**src/rtl/cbpg_pkg.sv**
```systemverilog
// Shared types, register codes and color tables for the color bar pattern generator.
package cbpg_pkg;

  // Pixel format codes
  typedef enum logic [3:0] {
    FMT_RGB565   = 4'd0,
    FMT_BGR565   = 4'd1,
    FMT_RGB565LE = 4'd2,
    FMT_BGR565LE = 4'd3,
    FMT_RGB888   = 4'd4,
    FMT_BGR888   = 4'd5,
    FMT_ARGB8888 = 4'd6,
    FMT_ABGR8888 = 4'd7,
    FMT_BGRA8888 = 4'd8,
    FMT_ARGB4444 = 4'd9,
    FMT_ABGR4444 = 4'd10,
    FMT_ARGB1555 = 4'd11,
    FMT_ABGR1555 = 4'd12,
    FMT_MONO8    = 4'd13
  } pix_fmt_t;

  // Configuration register indexes
  localparam logic [1:0] REG_OUT_FORMAT   = 2'd0;
  localparam logic [1:0] REG_FRAME_WIDTH  = 2'd1;
  localparam logic [1:0] REG_FRAME_HEIGHT = 2'd2;

  localparam int unsigned CFG_DW = 13;
  localparam logic [CFG_DW-1:0] RST_FRAME_WIDTH  = 13'd480;
  localparam logic [CFG_DW-1:0] RST_FRAME_HEIGHT = 13'd800;

  // Color index: 0..7 bars, 8 border
  typedef logic [3:0] color_idx_t;
  localparam color_idx_t BORDER_IDX = 4'd8;
  localparam int unsigned NUM_COLORS = 9;

  // Tables listed from the border entry (index 8) down to bar 0
  localparam logic [NUM_COLORS-1:0][7:0] BAR_R = {8'd255, 8'd0, 8'd0, 8'd255, 8'd255,
                                                  8'd0, 8'd0, 8'd255, 8'd255};
  localparam logic [NUM_COLORS-1:0][7:0] BAR_G = {8'd128, 8'd0, 8'd0, 8'd0, 8'd0,
                                                  8'd255, 8'd255, 8'd255, 8'd255};
  localparam logic [NUM_COLORS-1:0][7:0] BAR_B = {8'd0, 8'd0, 8'd255, 8'd0, 8'd255,
                                                  8'd0, 8'd255, 8'd0, 8'd255};
  localparam logic [NUM_COLORS-1:0][7:0] GREY  = {8'd220, 8'd40, 8'd70, 8'd100, 8'd130,
                                                  8'd160, 8'd190, 8'd220, 8'd255};

  // Four bytes in memory order plus count
  typedef struct packed {
    logic [2:0] byte_count;
    logic [7:0] byte_fourth;
    logic [7:0] byte_third;
    logic [7:0] byte_second;
    logic [7:0] byte_first;
  } pix_bytes_t;

  function automatic logic [15:0] pack565(input logic [7:0] hi_c, input logic [7:0] g,
                                          input logic [7:0] lo_c);
    return {hi_c[7:3], g[7:2], lo_c[7:3]};
  endfunction

  function automatic logic [15:0] pack4444(input logic [7:0] hi_c, input logic [7:0] g,
                                           input logic [7:0] lo_c);
    return {4'hF, hi_c[7:4], g[7:4], lo_c[7:4]};
  endfunction

  function automatic logic [15:0] pack1555(input logic [7:0] hi_c, input logic [7:0] g,
                                           input logic [7:0] lo_c);
    return {1'b1, hi_c[7:3], g[7:3], lo_c[7:3]};
  endfunction

endpackage

```
**src/rtl/cbpg_bar_index.sv**
```systemverilog
// Two pipeline stages: border test and bar index by compare against multiples of inner width.
module cbpg_bar_index #(
  parameter int unsigned MAX_SIDE = 4096
) (
  input  logic                          clk,
  input  logic                          rst,
  input  logic                          en,
  input  logic                          in_valid,
  input  logic [11:0]                   pos_x,
  input  logic [11:0]                   pos_y,
  input  logic [cbpg_pkg::CFG_DW-1:0]   frame_width,
  input  logic [cbpg_pkg::CFG_DW-1:0]   frame_height,
  output logic                          out_valid,
  output cbpg_pkg::color_idx_t          color_idx
);

  localparam int unsigned SW = $clog2(MAX_SIDE + 1);
  localparam int unsigned LW = (SW > cbpg_pkg::CFG_DW) ? SW : cbpg_pkg::CFG_DW;
  localparam int unsigned AW = ((SW > 12) ? SW : 12) + 1;
  localparam int unsigned PW = AW + 3;
  localparam int unsigned NUM_BARS = 8;

  logic [LW-1:0] fw_l, fh_l, w_sat, h_sat;
  logic [AW-1:0] w_a, h_a, x_a, y_a, inner;
  logic [2:0]    border;
  logic          interior;

  // Stage 1 registers
  logic          s1_valid;
  logic          s1_interior;
  logic [PW-1:0] s1_rel8;
  logic [PW-1:0] s1_inner;

  // Frame size saturation, border width, interior test and inner width
  always_comb begin
    fw_l  = LW'(frame_width);
    fh_l  = LW'(frame_height);
    w_sat = (fw_l > LW'(MAX_SIDE)) ? LW'(MAX_SIDE) : fw_l;
    h_sat = (fh_l > LW'(MAX_SIDE)) ? LW'(MAX_SIDE) : fh_l;
    w_a   = AW'(w_sat);
    h_a   = AW'(h_sat);
    x_a   = AW'(pos_x);
    y_a   = AW'(pos_y);
    border = (w_a >= AW'(32) && h_a >= AW'(32)) ? 3'd4 : 3'd2;
    interior = !(x_a < AW'(border) || (x_a + AW'(border)) >= w_a ||
                 y_a < AW'(border) || (y_a + AW'(border)) >= h_a);
    inner = (w_a > AW'({border, 1'b0})) ? (w_a - AW'({border, 1'b0})) : w_a;
  end

  always_ff @(posedge clk) begin
    if (rst) begin
      s1_valid <= 1'b0;
    end else if (en) begin
      s1_valid <= in_valid;
    end
  end

  always_ff @(posedge clk) begin
    if (en) begin
      s1_interior <= interior;
      s1_rel8     <= {x_a - AW'(border), 3'b000};
      s1_inner    <= PW'(inner);
    end
  end

  // Stage 2: count bar boundaries at or below rel_x*8
  logic [PW-1:0] mult [1:NUM_BARS-1];
  logic [2:0]    bar_cnt;

  always_comb begin
    bar_cnt = 3'd0;
    for (int k = 1; k < NUM_BARS; k++) begin
      mult[k] = s1_inner * PW'(k);
      bar_cnt = bar_cnt + 3'((s1_rel8 >= mult[k]) ? 1 : 0);
    end
  end

  always_ff @(posedge clk) begin
    if (rst) begin
      out_valid <= 1'b0;
    end else if (en) begin
      out_valid <= s1_valid;
    end
  end

  always_ff @(posedge clk) begin
    if (en) begin
      color_idx <= s1_interior ? cbpg_pkg::color_idx_t'(bar_cnt) : cbpg_pkg::BORDER_IDX;
    end
  end

endmodule

```
**src/rtl/cbpg_encoder.sv**
```systemverilog
// Output stage: color lookup and pixel format encoding into the output register.
module cbpg_encoder (
  input  logic                   clk,
  input  logic                   rst,
  input  logic                   en,
  input  logic                   in_valid,
  input  cbpg_pkg::color_idx_t   color_idx,
  input  cbpg_pkg::pix_fmt_t     out_format,
  output logic                   out_valid,
  output cbpg_pkg::pix_bytes_t   pix
);

  logic [7:0]           r, g, b;
  logic [15:0]          v16;
  cbpg_pkg::pix_bytes_t enc;

  always_comb begin
    r   = cbpg_pkg::BAR_R[color_idx];
    g   = cbpg_pkg::BAR_G[color_idx];
    b   = cbpg_pkg::BAR_B[color_idx];
    v16 = 16'd0;
    enc = '0;
    enc.byte_count = 3'd4;
    case (out_format)
      cbpg_pkg::FMT_RGB565: begin
        v16 = cbpg_pkg::pack565(r, g, b);
        enc.byte_first  = v16[15:8];
        enc.byte_second = v16[7:0];
        enc.byte_count  = 3'd2;
      end
      cbpg_pkg::FMT_BGR565: begin
        v16 = cbpg_pkg::pack565(b, g, r);
        enc.byte_first  = v16[15:8];
        enc.byte_second = v16[7:0];
        enc.byte_count  = 3'd2;
      end
      cbpg_pkg::FMT_RGB565LE: begin
        v16 = cbpg_pkg::pack565(r, g, b);
        enc.byte_first  = v16[7:0];
        enc.byte_second = v16[15:8];
        enc.byte_count  = 3'd2;
      end
      cbpg_pkg::FMT_BGR565LE: begin
        v16 = cbpg_pkg::pack565(b, g, r);
        enc.byte_first  = v16[7:0];
        enc.byte_second = v16[15:8];
        enc.byte_count  = 3'd2;
      end
      cbpg_pkg::FMT_RGB888: begin
        enc.byte_first  = r;
        enc.byte_second = g;
        enc.byte_third  = b;
        enc.byte_count  = 3'd3;
      end
      cbpg_pkg::FMT_BGR888: begin
        enc.byte_first  = b;
        enc.byte_second = g;
        enc.byte_third  = r;
        enc.byte_count  = 3'd3;
      end
      cbpg_pkg::FMT_ARGB8888: begin
        enc.byte_first  = b;
        enc.byte_second = g;
        enc.byte_third  = r;
        enc.byte_fourth = 8'hFF;
      end
      cbpg_pkg::FMT_ABGR8888: begin
        enc.byte_first  = r;
        enc.byte_second = g;
        enc.byte_third  = b;
        enc.byte_fourth = 8'hFF;
      end
      cbpg_pkg::FMT_BGRA8888: begin
        enc.byte_first  = 8'hFF;
        enc.byte_second = r;
        enc.byte_third  = g;
        enc.byte_fourth = b;
      end
      cbpg_pkg::FMT_ARGB4444: begin
        v16 = cbpg_pkg::pack4444(r, g, b);
        enc.byte_first  = v16[7:0];
        enc.byte_second = v16[15:8];
        enc.byte_count  = 3'd2;
      end
      cbpg_pkg::FMT_ABGR4444: begin
        v16 = cbpg_pkg::pack4444(b, g, r);
        enc.byte_first  = v16[7:0];
        enc.byte_second = v16[15:8];
        enc.byte_count  = 3'd2;
      end
      cbpg_pkg::FMT_ARGB1555: begin
        v16 = cbpg_pkg::pack1555(r, g, b);
        enc.byte_first  = v16[7:0];
        enc.byte_second = v16[15:8];
        enc.byte_count  = 3'd2;
      end
      cbpg_pkg::FMT_ABGR1555: begin
        v16 = cbpg_pkg::pack1555(b, g, r);
        enc.byte_first  = v16[7:0];
        enc.byte_second = v16[15:8];
        enc.byte_count  = 3'd2;
      end
      cbpg_pkg::FMT_MONO8: begin
        enc.byte_first = cbpg_pkg::GREY[color_idx];
        enc.byte_count = 3'd1;
      end
      default: begin
        // unknown code: four zero bytes
        enc.byte_count = 3'd4;
      end
    endcase
  end

  always_ff @(posedge clk) begin
    if (rst) begin
      out_valid <= 1'b0;
    end else if (en) begin
      out_valid <= in_valid;
    end
  end

  always_ff @(posedge clk) begin
    if (en) begin
      pix <= enc;
    end
  end

endmodule

```
**src/rtl/color_bar_pattern_generator_unit.sv**
```systemverilog
// Throughput: one pixel per clock while the output is free or taken; four register stages
// (input, border test, bar compare, format encode) all advance together.
// Reset: synchronous rst clears all stage valid bits and loads out_format 0,
// frame_width 480, frame_height 800.
module color_bar_pattern_generator_unit #(
  parameter int unsigned MAX_SIDE = 4096
) (
  input  logic                        clk,
  input  logic                        rst,
  input  logic                        s_tvalid,
  output logic                        s_tready,
  input  logic [23:0]                 s_tdata,   // pos_x[11:0], pos_y[23:12]
  output logic                        m_tvalid,
  input  logic                        m_tready,
  output logic [39:0]                 m_tdata,   // byte_first, byte_second, byte_third,
                                                 // byte_fourth, byte_count[34:32], zero pad
  input  logic                        cfg_we,
  input  logic [1:0]                  cfg_index,
  input  logic [cbpg_pkg::CFG_DW-1:0] cfg_data
);

  cbpg_pkg::pix_fmt_t          out_format;
  logic [cbpg_pkg::CFG_DW-1:0] frame_width;
  logic [cbpg_pkg::CFG_DW-1:0] frame_height;

  // Configuration registers
  always_ff @(posedge clk) begin
    if (rst) begin
      out_format   <= cbpg_pkg::FMT_RGB565;
      frame_width  <= cbpg_pkg::RST_FRAME_WIDTH;
      frame_height <= cbpg_pkg::RST_FRAME_HEIGHT;
    end else if (cfg_we) begin
      case (cfg_index)
        cbpg_pkg::REG_OUT_FORMAT:   out_format   <= cbpg_pkg::pix_fmt_t'(cfg_data[3:0]);
        cbpg_pkg::REG_FRAME_WIDTH:  frame_width  <= cfg_data;
        cbpg_pkg::REG_FRAME_HEIGHT: frame_height <= cfg_data;
        default: ;
      endcase
    end
  end

  // Whole pipeline moves when the output register is empty or being taken
  logic en;
  assign en       = !m_tvalid || m_tready;
  assign s_tready = en;

  // Input stage
  logic        s0_valid;
  logic [11:0] s0_x, s0_y;

  always_ff @(posedge clk) begin
    if (rst) begin
      s0_valid <= 1'b0;
    end else if (en) begin
      s0_valid <= s_tvalid;
    end
  end

  always_ff @(posedge clk) begin
    if (en) begin
      s0_x <= s_tdata[11:0];
      s0_y <= s_tdata[23:12];
    end
  end

  logic                 idx_valid;
  cbpg_pkg::color_idx_t color_idx;

  cbpg_bar_index #(
    .MAX_SIDE(MAX_SIDE)
  ) u_bar_index (
    .clk          (clk),
    .rst          (rst),
    .en           (en),
    .in_valid     (s0_valid),
    .pos_x        (s0_x),
    .pos_y        (s0_y),
    .frame_width  (frame_width),
    .frame_height (frame_height),
    .out_valid    (idx_valid),
    .color_idx    (color_idx)
  );

  cbpg_pkg::pix_bytes_t pix;

  cbpg_encoder u_encoder (
    .clk          (clk),
    .rst          (rst),
    .en           (en),
    .in_valid     (idx_valid),
    .color_idx    (color_idx),
    .out_format   (out_format),
    .out_valid    (m_tvalid),
    .pix          (pix)
  );

  assign m_tdata = {5'd0, pix};

endmodule

```
**config.mk**
```make
export PLATFORM = sky130hd
export DESIGN_NAME = color_bar_pattern_generator_unit
export DESIGN_NICKNAME = d
export VERILOG_FILES = /design/src/rtl/cbpg_pkg.sv /design/src/rtl/cbpg_bar_index.sv /design/src/rtl/cbpg_encoder.sv /design/src/rtl/color_bar_pattern_generator_unit.sv
export SDC_FILE = /design/constraint.sdc
export NUM_CORES = 1
export LEC_CHECK = 0
export BUFFER_PORTS_ARGS = -buffer_cell sky130_fd_sc_hd__buf_2
export CAP_MARGIN = 10
export CORE_UTILIZATION = 40
export DETAILED_ROUTE_END_ITERATION = 6
export HOLD_SLACK_MARGIN = 0.05
export MAX_ROUTING_LAYER = met4
export PLACE_DENSITY = 0.55
export SYNTH_ARGS = -nofsm -noshare
export SYNTH_HDL_FRONTEND = slang
export SYNTH_HIERARCHICAL = 1
export SYNTH_SLANG_ARGS = --single-unit
```
**constraint.sdc**
```tcl
create_clock -name clk -period 9.3 [get_ports clk]
set_input_delay 0.465 -clock clk [delete_from_list [all_inputs] [get_ports clk]]
set_output_delay 0.465 -clock clk [all_outputs]
set_load 0.005 [all_outputs]
```
==> flow_metrics.env <==
export IMPL_cts_setup_buffers=0
export IMPL_vias=8482
export IMPL_cts_buffers=9
export IMPL_synth_cells=1148
export IMPL_drt_wirelength_per_cell_microns=16.6
export IMPL_antenna_left=0
export IMPL_ys_warn_count=6
export IMPL_initial_utilization_pct=41.2
export IMPL_grt_total_usage_pct=19.3
export IMPL_cts_resized=0
export IMPL_cts_max_path_buffers=2
export IMPL_rows=59
export IMPL_grt_antenna_before_repair=0
export IMPL_die_x_microns=167
export IMPL_n_antenna_cell=0
export IMPL_clock_latency_ps=360
export IMPL_grt_pass1_vias=8204
export IMPL_synth_top_family_by_area="adder cells"
export IMPL_synth_xor_area_share_pct=5.16
export IMPL_die_h_microns=167
export IMPL_synthFlopType="edfxtp_1"
export IMPL_hold_ws_ps=269
export IMPL_io_buffers=80
export IMPL_drv_cap=0
export IMPL_maxSlewHeadroom_pct=28.3
export IMPL_ys_ff_latch=111
export IMPL_crit_path_start="u_bar_index/s1_inner[2]$_DFFE_PP_"
export IMPL_final_setup_tns_ps=0
export IMPL_fmax_mhz=164
export IMPL_ys_types=90
export IMPL_grt_remaining_overflow=0
export IMPL_clock_root_buffer="clkbuf_16"
export IMPL_gp_congestion=0.853
export IMPL_reg2reg_to="u_bar_index/color_idx[1]$_SDFFCE_PN0P_"
export IMPL_routed_via_density=5.53
export IMPL_crit_arrival_ps=6240
export IMPL_status="complete, no violations"
export IMPL_drc_errors=0
export IMPL_fin_nets=1448
export IMPL_cts_hold_buf=0
export IMPL_routed_wl_microns=25400
export IMPL_io_pins=86
export IMPL_startpoint_type="flip-flop"
export IMPL_final_common_cell="ha_1"
export IMPL_drtIter0Drc=483
export IMPL_synth_edf_count=77
export IMPL_syn_area_sq_um=10900
export IMPL_core_area_sq_um=26400
export IMPL_required_ps=9420
export IMPL_power_uw=1650
export IMPL_ys_async_sr_fraction_pct=0
export IMPL_nFillCells=2572
export IMPL_dieArea_sq_um=27800
export IMPL_final_hold_viol_count=0
export IMPL_fin_util_pct=44.2
export IMPL_grt_pass1_wl_microns=41600
export IMPL_clk_pin_slew_ps=80
export IMPL_endpoint_kind="flip-flop"
export IMPL_slew_violations=0
export IMPL_firstDrtPassIters=5
export IMPL_grt_max_degree=83
export IMPL_synthToLayoutAreaGrowth_pct=7.19
export IMPL_clock_sinks=111
export IMPL_postSynthAreaPerCell_sq_um=9.46
export IMPL_r2r_cells=19
export IMPL_vdd_ir_drop_worst_v=0.0000805
export IMPL_synthSimpleGateAreaFrac_pct=16.4
export IMPL_finalSetupViolations=0
export IMPL_worst_pin_slew_ps=1080
export IMPL_synth_mux_area_share_pct=1.03
export IMPL_p_per_area_nw_per_um2=142
export IMPL_r2r_setup_slack_ps=3190
export IMPL_cts_tree="done"
export IMPL_drive_above_1_share_pct=12.3
export IMPL_synth_fa_ha_area_share_pct=26.0
export IMPL_fin_skew_ps=9.97
export IMPL_synth_compound_area_share_pct=18.1
export IMPL_min_path_type="input pin to flip-flop"
export IMPL_rsz0062_at_grt="no"
export IMPL_crit_type="flip-flop to flip-flop"
export IMPL_htreeDepth=3
export IMPL_final_cell_mix="ha_1 (186), nand2_1 (111), buf_2 (80)"
export IMPL_yosysSeqAreaShare_pct=27.6
export IMPL_p_leak_uw=0.00507
export IMPL_hpwl_microns=20000
export IMPL_min_period_over_period_pct=65.7
export IMPL_cp_endpoint="u_bar_index/color_idx[1]$_SDFFCE_PN0P_"
export IMPL_r2r_start="u_bar_index/s1_inner[2]$_DFFE_PP_"
export IMPL_cp_max_fo=9
export IMPL_period_minus_slack_ps=6110
## Yosys cell counts, types with 21 or more instances
cell / number / area (sq um)
a21o_1: 29 / 218
a21oi_1: 63 / 315
buf_4: 22 / 165
dfxtp_1: 34 / 681
edfxtp_1: 77 / 2310
fa_1: 24 / 480
ha_1: 186 / 2330
inv_1: 61 / 229
nand2_1: 111 / 417
nand3_1: 21 / 105
nor2_1: 76 / 285
nor3_1: 39 / 195
o21ai_0: 43 / 215
xnor2_1: 32 / 280
xor2_1: 32 / 280
## power breakdown
| group | leakage [uW] | internal [uW] | switching, uW |
|---|---|---|---|
| clock | 0.000141 | 189 | 200 |
| sequential | 0.00110 | 570 | 57.7 |
| combinational | 0.00382 | 294 | 343 |
## routing by layer
layer / global-route usage (%) / part of all wire [%]
met5: - / 0
met4: 6.48 / 2.3
met3: 2.23 / 2.9
met2: 31.1 / 46
met1: 25.2 / 49
## area by class of cell
class | instances | area, sq um | share of cell area (%)
Clock inverter | 6 | 60.1 | 0.516
Clock buffer | 10 | 229 | 1.97
Multi-Input combinational cell | 925 | 7270 | 62.4
Timing Repair Buffer | 85 | 438 | 3.76
Inverter | 62 | 233 | 2.00
Sequential cell | 111 | 2990 | 25.7
Tap cell | 335 | 419 | 3.60
## how the worst min path moves through the flow
stage                      startpoint                                to  slack, ps  cells past startpoint
floorplan           s0_x[0]$_DFFE_PP_  u_bar_index/s1_rel8[3]$_DFFE_PP_        430                      0
global placement    s0_x[0]$_DFFE_PP_  u_bar_index/s1_rel8[3]$_DFFE_PP_        440                      0
detailed placement  s0_x[0]$_DFFE_PP_  u_bar_index/s1_rel8[3]$_DFFE_PP_        450                      0
CTS                       s_tdata[19]                 s0_y[7]$_DFFE_PP_        260                      1
global route              s_tdata[15]                 s0_y[3]$_DFFE_PP_        260                      1
finish                    s_tdata[19]                 s0_y[7]$_DFFE_PP_        270                      1
## state kept, by name, indices dropped and copies added, names as in the netlist, 4 cells and up
register,count
frame_width,13
u_bar_index/s1_inner,14
u_bar_index/s1_rel8,13
u_bar_index/color_idx,4
frame_height,13
s0_x,12
u_encoder/pix,21
s0_y,12
out_format,4
## cell families after synthesis
| logic type | count (synthesis) |
|---|---|
| AND/OR/NAND/NOR | 354 |
| adder cells (fa/ha/maj) | 211 |
| other | 1 |
| flip-flops | 111 |
| multiplexers | 11 |
| AO/OA/AOI/OAI | 280 |
| buffers and inverters | 116 |
| XOR/XNOR | 64 |
## metrics by stage
step | cells | instance area, sq um | worst slack (ps)
global route | 1534 | 11600 | 2830
global placement | 1518 | 11300 | 3220
CTS | 1534 | 11600 | 3180
detailed placement | 1518 | 11300 | 3190
floorplan | 1152 | 10900 | 3610
finish | 1534 | 11600 | 3190
## critical path, stage by stage (launching register included)
cell and delay, ps:
edfxtp_1 590, ha_1 390, ha_1 320, a211oi_1 290, nor3_1 140, o31ai_1 330, a31oi_1 180, xnor2_1 160
ha_1 290, a21o_1 180, a21oi_1 180, nor2b_1 140, o311ai_0 130, a31oi_1 430, fa_1 500, fa_1 550
inv_1 60, fa_1 430, fa_1 420, and2_1 160
(Power assumes the default switching activity.)
